## src/hdl/b64d_pkg.sv

```systemverilog
// Shared types, codes and the character classifier of the Base64 stream decoder.
`timescale 1ns / 1ps

package b64d_pkg;

	localparam logic [7:0] SYM_SKIP = 8'd253;
	localparam logic [7:0] SYM_PAD  = 8'd254;
	localparam logic [7:0] SYM_BAD  = 8'd255;

	typedef enum logic [1:0] {
		KIND_DATA    = 2'd0,
		KIND_OK      = 2'd1,
		KIND_BADCHAR = 2'd2,
		KIND_BADLEN  = 2'd3
	} kind_t;

	// At most one job per accepted character: up to three data bytes and an optional status word.
	typedef struct packed {
		logic [23:0] bytes;
		logic [1:0]  nbytes;
		logic        stat;
		kind_t       kind;
	} job_t;

	function automatic logic [7:0] classify(input logic [7:0] ch);
		logic [7:0] sym;
		begin
			case (ch) inside
				[8'h41:8'h5a]: sym = 8'(ch - 8'h41);
				[8'h61:8'h7a]: sym = 8'(ch - 8'h61 + 8'd26);
				[8'h30:8'h39]: sym = 8'(ch - 8'h30 + 8'd52);
				8'h2b:         sym = 8'd62;
				8'h2f:         sym = 8'd63;
				8'h3d:         sym = SYM_PAD;
				8'h0d, 8'h0a, 8'h20: sym = SYM_SKIP;
				default:       sym = SYM_BAD;
			endcase
			return sym;
		end
	endfunction

endpackage

```

## src/hdl/b64d_front.sv

```systemverilog
// Front end: accepts characters, tracks quartet state and emits one job per productive character.
`timescale 1ns / 1ps

module b64d_front
	import b64d_pkg::*;
(
	input  logic       clk,
	input  logic       arst_n,
	input  logic       accept,
	input  logic [7:0] in_char,
	input  logic       in_last,
	output logic       job_valid,
	output job_t       job
);

	logic [23:0] quartet_q;
	logic [1:0]  count_q;
	logic [1:0]  budget_q;
	logic [1:0]  phase_q;
	logic        error_q;

	logic [23:0] quartet_d;
	logic [1:0]  count_d;
	logic [1:0]  budget_d;
	logic [1:0]  phase_d;
	logic        error_d;
	logic [7:0]  sym;
	logic [5:0]  sym6;
	logic [23:0] shifted;

	always_comb begin
		sym       = classify(in_char);
		sym6      = (sym == SYM_PAD) ? 6'd0 : sym[5:0];
		shifted   = {quartet_q[17:0], sym6};
		quartet_d = quartet_q;
		count_d   = count_q;
		budget_d  = budget_q;
		phase_d   = phase_q + 2'd1;
		error_d   = error_q;
		job       = '{bytes: shifted, nbytes: 2'd0, stat: 1'b0, kind: KIND_DATA};

		if (!error_q) begin
			if (sym == SYM_BAD) begin
				error_d = 1'b1;
			end else if (sym != SYM_SKIP) begin
				if (sym == SYM_PAD && budget_q != 2'd0) begin
					budget_d = budget_q - 2'd1;
				end
				if (count_q == 2'd3) begin
					// The pad budget after this symbol decides how many bytes go out.
					job.nbytes = 2'd1 + {1'b0, budget_d > 2'd1} + {1'b0, budget_d > 2'd2};
					quartet_d  = '0;
					count_d    = 2'd0;
				end else begin
					quartet_d = shifted;
					count_d   = count_q + 2'd1;
				end
			end
		end

		if (in_last) begin
			job.stat = 1'b1;
			if (phase_d != 2'd0) begin
				job.kind = KIND_BADLEN;
			end else if (error_d) begin
				job.kind = KIND_BADCHAR;
			end else begin
				job.kind = KIND_OK;
			end
			quartet_d = '0;
			count_d   = 2'd0;
			budget_d  = 2'd3;
			phase_d   = 2'd0;
			error_d   = 1'b0;
		end

		job_valid = accept && (job.nbytes != 2'd0 || job.stat);
	end

	always_ff @(posedge clk or negedge arst_n) begin
		if (!arst_n) begin
			quartet_q <= '0;
			count_q   <= 2'd0;
			budget_q  <= 2'd3;
			phase_q   <= 2'd0;
			error_q   <= 1'b0;
		end else if (accept) begin
			quartet_q <= quartet_d;
			count_q   <= count_d;
			budget_q  <= budget_d;
			phase_q   <= phase_d;
			error_q   <= error_d;
		end
	end

endmodule

```

## src/hdl/b64d_fifo.sv

```systemverilog
// Short job queue between the front end and the result serializer.
`timescale 1ns / 1ps

module b64d_fifo
	import b64d_pkg::*;
#(
	parameter int DEPTH = 4
) (
	input  logic clk,
	input  logic arst_n,
	input  logic wr_en,
	input  job_t wr_job,
	output logic full,
	input  logic rd_en,
	output logic rd_valid,
	output job_t rd_job
);

	localparam int PTR_W = (DEPTH > 1) ? $clog2(DEPTH) : 1;
	localparam int CNT_W = $clog2(DEPTH + 1);

	job_t             mem_q [DEPTH];
	logic [PTR_W-1:0] wptr_q;
	logic [PTR_W-1:0] rptr_q;
	logic [CNT_W-1:0] count_q;

	assign full     = (count_q == CNT_W'(DEPTH));
	assign rd_valid = (count_q != '0);
	assign rd_job   = mem_q[rptr_q];

	always_ff @(posedge clk) begin
		if (wr_en) begin
			mem_q[wptr_q] <= wr_job;
		end
	end

	always_ff @(posedge clk or negedge arst_n) begin
		if (!arst_n) begin
			wptr_q  <= '0;
			rptr_q  <= '0;
			count_q <= '0;
		end else begin
			if (wr_en) begin
				wptr_q <= (wptr_q == PTR_W'(DEPTH - 1)) ? '0 : wptr_q + 1'b1;
			end
			if (rd_en) begin
				rptr_q <= (rptr_q == PTR_W'(DEPTH - 1)) ? '0 : rptr_q + 1'b1;
			end
			if (wr_en && !rd_en) begin
				count_q <= count_q + 1'b1;
			end else if (rd_en && !wr_en) begin
				count_q <= count_q - 1'b1;
			end
		end
	end

endmodule

```

## src/hdl/b64d_back.sv

```systemverilog
// Back end: splits each job into result words and holds the oldest word in an output register.
`timescale 1ns / 1ps

module b64d_back
	import b64d_pkg::*;
(
	input  logic       clk,
	input  logic       arst_n,
	input  logic       head_valid,
	input  job_t       head_job,
	output logic       take,
	output logic       empty,
	input  logic       pop,
	output logic [7:0] out_byte,
	output logic [1:0] out_kind,
	output logic       out_last
);

	job_t       cur_q;
	logic       cur_valid_q;
	logic [1:0] idx_q;
	logic       ovalid_q;
	logic [7:0] obyte_q;
	kind_t      okind_q;
	logic       olast_q;

	logic [2:0] total;
	logic       word_last;
	logic       is_data;
	logic       advance;
	logic       cur_done;
	logic [7:0] word_byte;
	kind_t      word_kind;

	always_comb begin
		total     = {1'b0, cur_q.nbytes} + {2'b00, cur_q.stat};
		word_last = ({1'b0, idx_q} == total - 3'd1);
		is_data   = (idx_q < cur_q.nbytes);
		case (idx_q)
			2'd0:    word_byte = cur_q.bytes[23:16];
			2'd1:    word_byte = cur_q.bytes[15:8];
			default: word_byte = cur_q.bytes[7:0];
		endcase
		if (!is_data) begin
			word_byte = 8'd0;
		end
		word_kind = is_data ? KIND_DATA : cur_q.kind;
		advance   = cur_valid_q && (!ovalid_q || pop);
		cur_done  = advance && word_last;
		take      = head_valid && (!cur_valid_q || cur_done);
	end

	assign empty    = !ovalid_q;
	assign out_byte = obyte_q;
	assign out_kind = okind_q;
	assign out_last = olast_q;

	always_ff @(posedge clk or negedge arst_n) begin
		if (!arst_n) begin
			cur_valid_q <= 1'b0;
			idx_q       <= 2'd0;
			ovalid_q    <= 1'b0;
		end else begin
			if (take) begin
				cur_valid_q <= 1'b1;
				idx_q       <= 2'd0;
			end else if (cur_done) begin
				cur_valid_q <= 1'b0;
			end else if (advance) begin
				idx_q <= idx_q + 2'd1;
			end
			if (advance) begin
				ovalid_q <= 1'b1;
			end else if (pop) begin
				ovalid_q <= 1'b0;
			end
		end
	end

	always_ff @(posedge clk) begin
		if (take) begin
			cur_q <= head_job;
		end
		if (advance) begin
			obyte_q <= word_byte;
			okind_q <= word_kind;
			olast_q <= word_last;
		end
	end

endmodule

```

## src/hdl/base64_stream_decoder.sv

```systemverilog
// Base64 stream decoder: one encoded character in, decoded bytes and a status word out.
//
// Usage: the input side is a queue write port. A character is taken on a clock edge
// with push high and full low; in_last marks the final character of a message.
// The result side is a queue read port. While empty is low the oldest word sits on
// out_byte, out_kind and out_last, and it leaves on an edge with pop high.
// Each character yields zero to four words: decoded bytes when a quartet completes,
// then a status word (ok, bad character or bad length) when in_last was set.
// out_last marks the final word caused by one character.
// Throughput: one character per cycle while the job queue has room; the serializer sends
// one word per cycle while pop keeps up, so long runs of multi-word characters or stalls
// fill the queue. A job goes through the queue and the current-job register before its
// first word is registered. When pop stays low the output register holds its word, the
// serializer and then the job queue fill, and full rises; no word is lost or repeated.
// Reset clears the queue, the output register and the decoding state of the message.
`timescale 1ns / 1ps

module base64_stream_decoder
	import b64d_pkg::*;
#(
	parameter int FIFO_DEPTH = 4
) (
	input  logic       clk,
	input  logic       arst_n,
	input  logic       push,
	output logic       full,
	input  logic [7:0] in_char,
	input  logic       in_last,
	output logic       empty,
	input  logic       pop,
	output logic [7:0] out_byte,
	output logic [1:0] out_kind,
	output logic       out_last
);

	logic accept;
	logic job_valid;
	job_t job;
	logic head_valid;
	job_t head_job;
	logic take;

	assign accept = push && !full;

	b64d_front u_front (
		.clk      (clk),
		.arst_n   (arst_n),
		.accept   (accept),
		.in_char  (in_char),
		.in_last  (in_last),
		.job_valid(job_valid),
		.job      (job)
	);

	b64d_fifo #(
		.DEPTH(FIFO_DEPTH)
	) u_fifo (
		.clk     (clk),
		.arst_n  (arst_n),
		.wr_en   (job_valid),
		.wr_job  (job),
		.full    (full),
		.rd_en   (take),
		.rd_valid(head_valid),
		.rd_job  (head_job)
	);

	b64d_back u_back (
		.clk       (clk),
		.arst_n    (arst_n),
		.head_valid(head_valid),
		.head_job  (head_job),
		.take      (take),
		.empty     (empty),
		.pop       (pop),
		.out_byte  (out_byte),
		.out_kind  (out_kind),
		.out_last  (out_last)
	);

endmodule
```

## config.mk

```make
export PLATFORM = sky130hd
export DESIGN_NAME = base64_stream_decoder
export DESIGN_NICKNAME = d
export VERILOG_FILES = /design/src/hdl/b64d_pkg.sv /design/src/hdl/b64d_front.sv /design/src/hdl/b64d_fifo.sv /design/src/hdl/b64d_back.sv /design/src/hdl/base64_stream_decoder.sv
export SDC_FILE = /design/constraint.sdc
export NUM_CORES = 1
export LEC_CHECK = 0
export BUFFER_PORTS_ARGS = -buffer_cell sky130_fd_sc_hd__buf_2
export CORE_MARGIN = 3
export CORE_UTILIZATION = 40
export CTS_CLUSTER_DIAMETER = 100
export CTS_CLUSTER_SIZE = 28
export DETAILED_ROUTE_END_ITERATION = 6
export PLACE_DENSITY = 0.66
export SLEW_MARGIN = 15
export SYNTH_ARGS = -nofsm -noshare
export SYNTH_HDL_FRONTEND = slang
export SYNTH_HIERARCHICAL = 1
export SYNTH_SLANG_ARGS = --single-unit
```

## constraint.sdc

```tcl
create_clock -name clk -period 4.5 [get_ports clk]
set_clock_uncertainty 0.15 [all_clocks]
set_input_delay 0.9 -clock clk [delete_from_list [all_inputs] [get_ports clk]]
set_output_delay 0.9 -clock clk [all_outputs]
set_load 0.05 [all_outputs]
```

==> results.sh <==
export IMPL_tightest_slew_ps=1030
export IMPL_final_cells=839
export IMPL_synth_compound_area_share_pct=8.04
export IMPL_synthAdderAreaFrac_pct=3.75
export IMPL_layout_nets=598
export IMPL_syn_nets=565
export IMPL_finalMaxSlewViolations=0
export IMPL_final_common_cell="edfxtp_1"
export IMPL_cts_clk_slew_worst_paths_ps=60
export IMPL_crit_slowest_cell="or2_1"
export IMPL_cts_resized_gates=0
export IMPL_crit_fanout=9
export IMPL_yosys_warnings=6
export IMPL_die_w_um=149
export IMPL_cp_top_family="simple AND/OR/NAND/NOR gates"
export IMPL_worstPathCellList="buf_2, inv_1, ha_1, nand4bb_1, nand4b_1, or2_1, a41o_1, nor2_1, ha_1, inv_1, fa_1, xor2_1, nor2_1, xor2_1"
export IMPL_crit_type="in2reg"
export IMPL_ys_seq_area_share_pct=68.0
export IMPL_critPathLaunchType="primary input"
export IMPL_coreArea_um2=19800
export IMPL_synth_edf_count=156
export IMPL_pwr_share_clk_pct=24.7
export IMPL_first_pass_iters=4
export IMPL_synth_avg_cell_area_um2=15.6
export IMPL_power_density_nw_per_um2=605
export IMPL_outcome="completed"
export IMPL_port_buffers=25
export IMPL_rsz0062_at_grt="false"
export IMPL_synthDistinctLibCells=71
export IMPL_muxShareOfSynthArea_pct=8.53
export IMPL_cellInternalPower_w=0.00379
export IMPL_fmax_mhz=271
export IMPL_final_cell_mix="edfxtp_1 (156), nand2_1 (55), dfrtp_1 (33)"
export IMPL_hp_class="reg2reg"
export IMPL_grtUsageTotal_pct=14.6
export IMPL_synth_cells=528
export IMPL_yosys_area_share_simple_pct=8.36
export IMPL_crit_required_ps=4690
export IMPL_io_pins=26
export IMPL_diodes=0
export IMPL_clkSinkCount=192
export IMPL_dp_cells=807
export IMPL_cp_arrival_ps=3890
export IMPL_post_cts_buffers=0
export IMPL_peakVddDrop_v=0.000291
export IMPL_routed_via_density=5.33
export IMPL_ys_async_sr_fraction_pct=18.8
export IMPL_die_h_um=149
export IMPL_fin_tns_setup_ps=0
export IMPL_period_minus_slack_ps=3700
export IMPL_place_gp_congestion=0.878
export IMPL_worst_path_buf_inv=3
export IMPL_p_sw_w=0.00176
export IMPL_grt_pass1_vias=4681
export IMPL_ant_nets=0
export IMPL_dieArea_um2=22300
export IMPL_p_seq_share_pct=49.5
export IMPL_synth_top_family_by_area="multiplexers"
export IMPL_antenna_found_initial=0
export IMPL_drcViolationCount=0
export IMPL_power_leakage_nw=3.26
export IMPL_worst_skew_pair_late_latency_ps=420
export IMPL_maxSlewHeadroom_pct=31.4
export IMPL_p_comb_share_pct=25.8
export IMPL_detail_route_wirelength_mm=15.1
export IMPL_cts_buffer_depth=2
export IMPL_htree_levels=4
export IMPL_cts_tree="done"
export IMPL_drive_above_1_share_pct=19.0
export IMPL_vias=4475
export IMPL_synth_main_ff_cell="edfxtp_1"
export IMPL_routedWlPerCell_um=18.0
export IMPL_area_growth_synth_to_final_pct=11.6
export IMPL_finalCritPeriodShare_pct=82.1
export IMPL_rows=51
export IMPL_synth_xor_area_share_pct=0.533
export IMPL_finalSetupViolations=0
export IMPL_syn_area_um2=8220
export IMPL_slowest_delay_ps=370
export IMPL_grt_pass1_wl_mm=24.9
export IMPL_drv_cap=0
export IMPL_cts_root_buf="clkbuf_16"
export IMPL_grt_overflow=0
export IMPL_drtIter0Drc=366
export IMPL_finalHoldViolCount=0
export IMPL_swShare_pct=31.7
export IMPL_cts_hold_buf=0
export IMPL_crit_path_end_kind="register"
export IMPL_dp_hpwl_mm=9.78
export IMPL_start_util_pct=41.4
export IMPL_synth_seq_cells=192
export IMPL_cts_made_buffers=17
export IMPL_grt_max_degree=38
final timing paths:
check	cells after the start	slack [ps]	from	to
worst max-delay path	14	800	in_char[0]	u_fifo/count_q[2]
worst min-delay path	1	340	u_front/phase_q[0]	u_front/phase_q[0]
worst max register to register	14	1490	u_back/cur_q[3]	u_fifo/count_q[2]
worst min register to register	1	340	u_front/phase_q[0]	u_front/phase_q[0]
max in group asynchronous	1	3120	arst_n	u_fifo/rptr_q[0]
min in group asynchronous	1	460	arst_n	u_back/idx_q[0]
cell usage after synthesis, types with 3 or more instances:
library cell / count / share of area (%)
a22oi_1: 8 / 0.73
nor3b_1: 3 / 0.27
ha_1: 23 / 3.5
dfrtp_1: 34 / 10
nor4_1: 4 / 0.30
a31oi_1: 3 / 0.23
xnor2_1: 3 / 0.32
nor2_1: 17 / 0.78
mux2_2: 3 / 0.41
nand2_1: 55 / 2.5
o211ai_1: 4 / 0.37
o31ai_1: 8 / 0.73
o211a_1: 3 / 0.37
edfxtp_1: 156 / 57
o21a_1: 3 / 0.27
inv_1: 29 / 1.3
mux4_2: 28 / 7.7
a21oi_1: 17 / 1.0
nor3_1: 4 / 0.24
nand2b_1: 7 / 0.53
buf_6: 4 / 0.55
clkbuf_1: 6 / 0.27
nand3_1: 7 / 0.43
a41oi_1: 3 / 0.32
buf_2: 8 / 0.49
o21ai_1: 7 / 0.43
nor2b_1: 4 / 0.30
o21ai_0: 15 / 0.91
and2_1: 9 / 0.69
state kept, by name, summed over array words and instances (netlist names):
name and cells:
u_back/out_byte 8, u_back/idx_q 2, u_fifo/wptr_q 2, u_back/ovalid_q 1, u_fifo/count_q 3, u_front/phase_q 2
u_fifo/rptr_q 2, u_back/out_kind 2, u_front/quartet_q 18, u_front/count_q 2, u_back/out_last 1, u_front/error_q 1
u_front/budget_q 2, u_fifo/mem_q 116, u_back/cur_valid_q 1, u_back/cur_q 29
routing by layer:
metal / wire (um) / global-route usage [%] / up-vias / share of wire [%]
li1: - / - / 2103 / -
met1: 6620 / 19.0 / 2244 / 44
met2: 7520 / 23.9 / 100 / 50
met3: 566 / 2.95 / 28 / 3.8
met4: 365 / 6.45 / 0 / 2.4
met5: 0 / 0 / - / 0
power groups by stage:
stage / clock (W) / combinational, W / sequential [W]
5_1_grt: 0.00149 / 0.00158 / 0.00281
3_5_place_dp: 0 / 0.00144 / 0.00280
3_3_place_gp: 0 / 0.00141 / 0.00277
2_1_floorplan: 0 / 0.00103 / 0.00281
4_1_cts: 0.00141 / 0.00145 / 0.00276
6_report: 0.00137 / 0.00143 / 0.00275
area by class of cell:
class,instances,area (um2)
tap,265,332
timing repair buffer,34,193
sequential,192,5590
inverter,29,109
fill,1692,10700
clock inverter,13,116
clock buffer,19,433
multi-input combinational,287,2400
per-stage QoR:
step	hold slack, ps	cell area [um2]	util [%]	worst slack, ps	power [W]
2_1_floorplan	299	8220	-	346	0.00384
3_3_place_gp	315	8620	43.4	552	0.00418
3_5_place_dp	333	8620	43.4	399	0.00424
4_1_cts	341	9170	46.2	849	0.00562
5_1_grt	375	9170	46.2	633	0.00587
6_report	336	9170	46.2	805	0.00555
kinds of logic after synthesis:
logic type / count (synthesis)
AOI/OAI and AO/OA: 94
and+or+nand+nor: 131
DFF: 192
muxes: 33
buffers and inverters: 49
adders and majority gates: 24
xor gates and xnor gates: 5
Power figures use the tool's default switching activity.
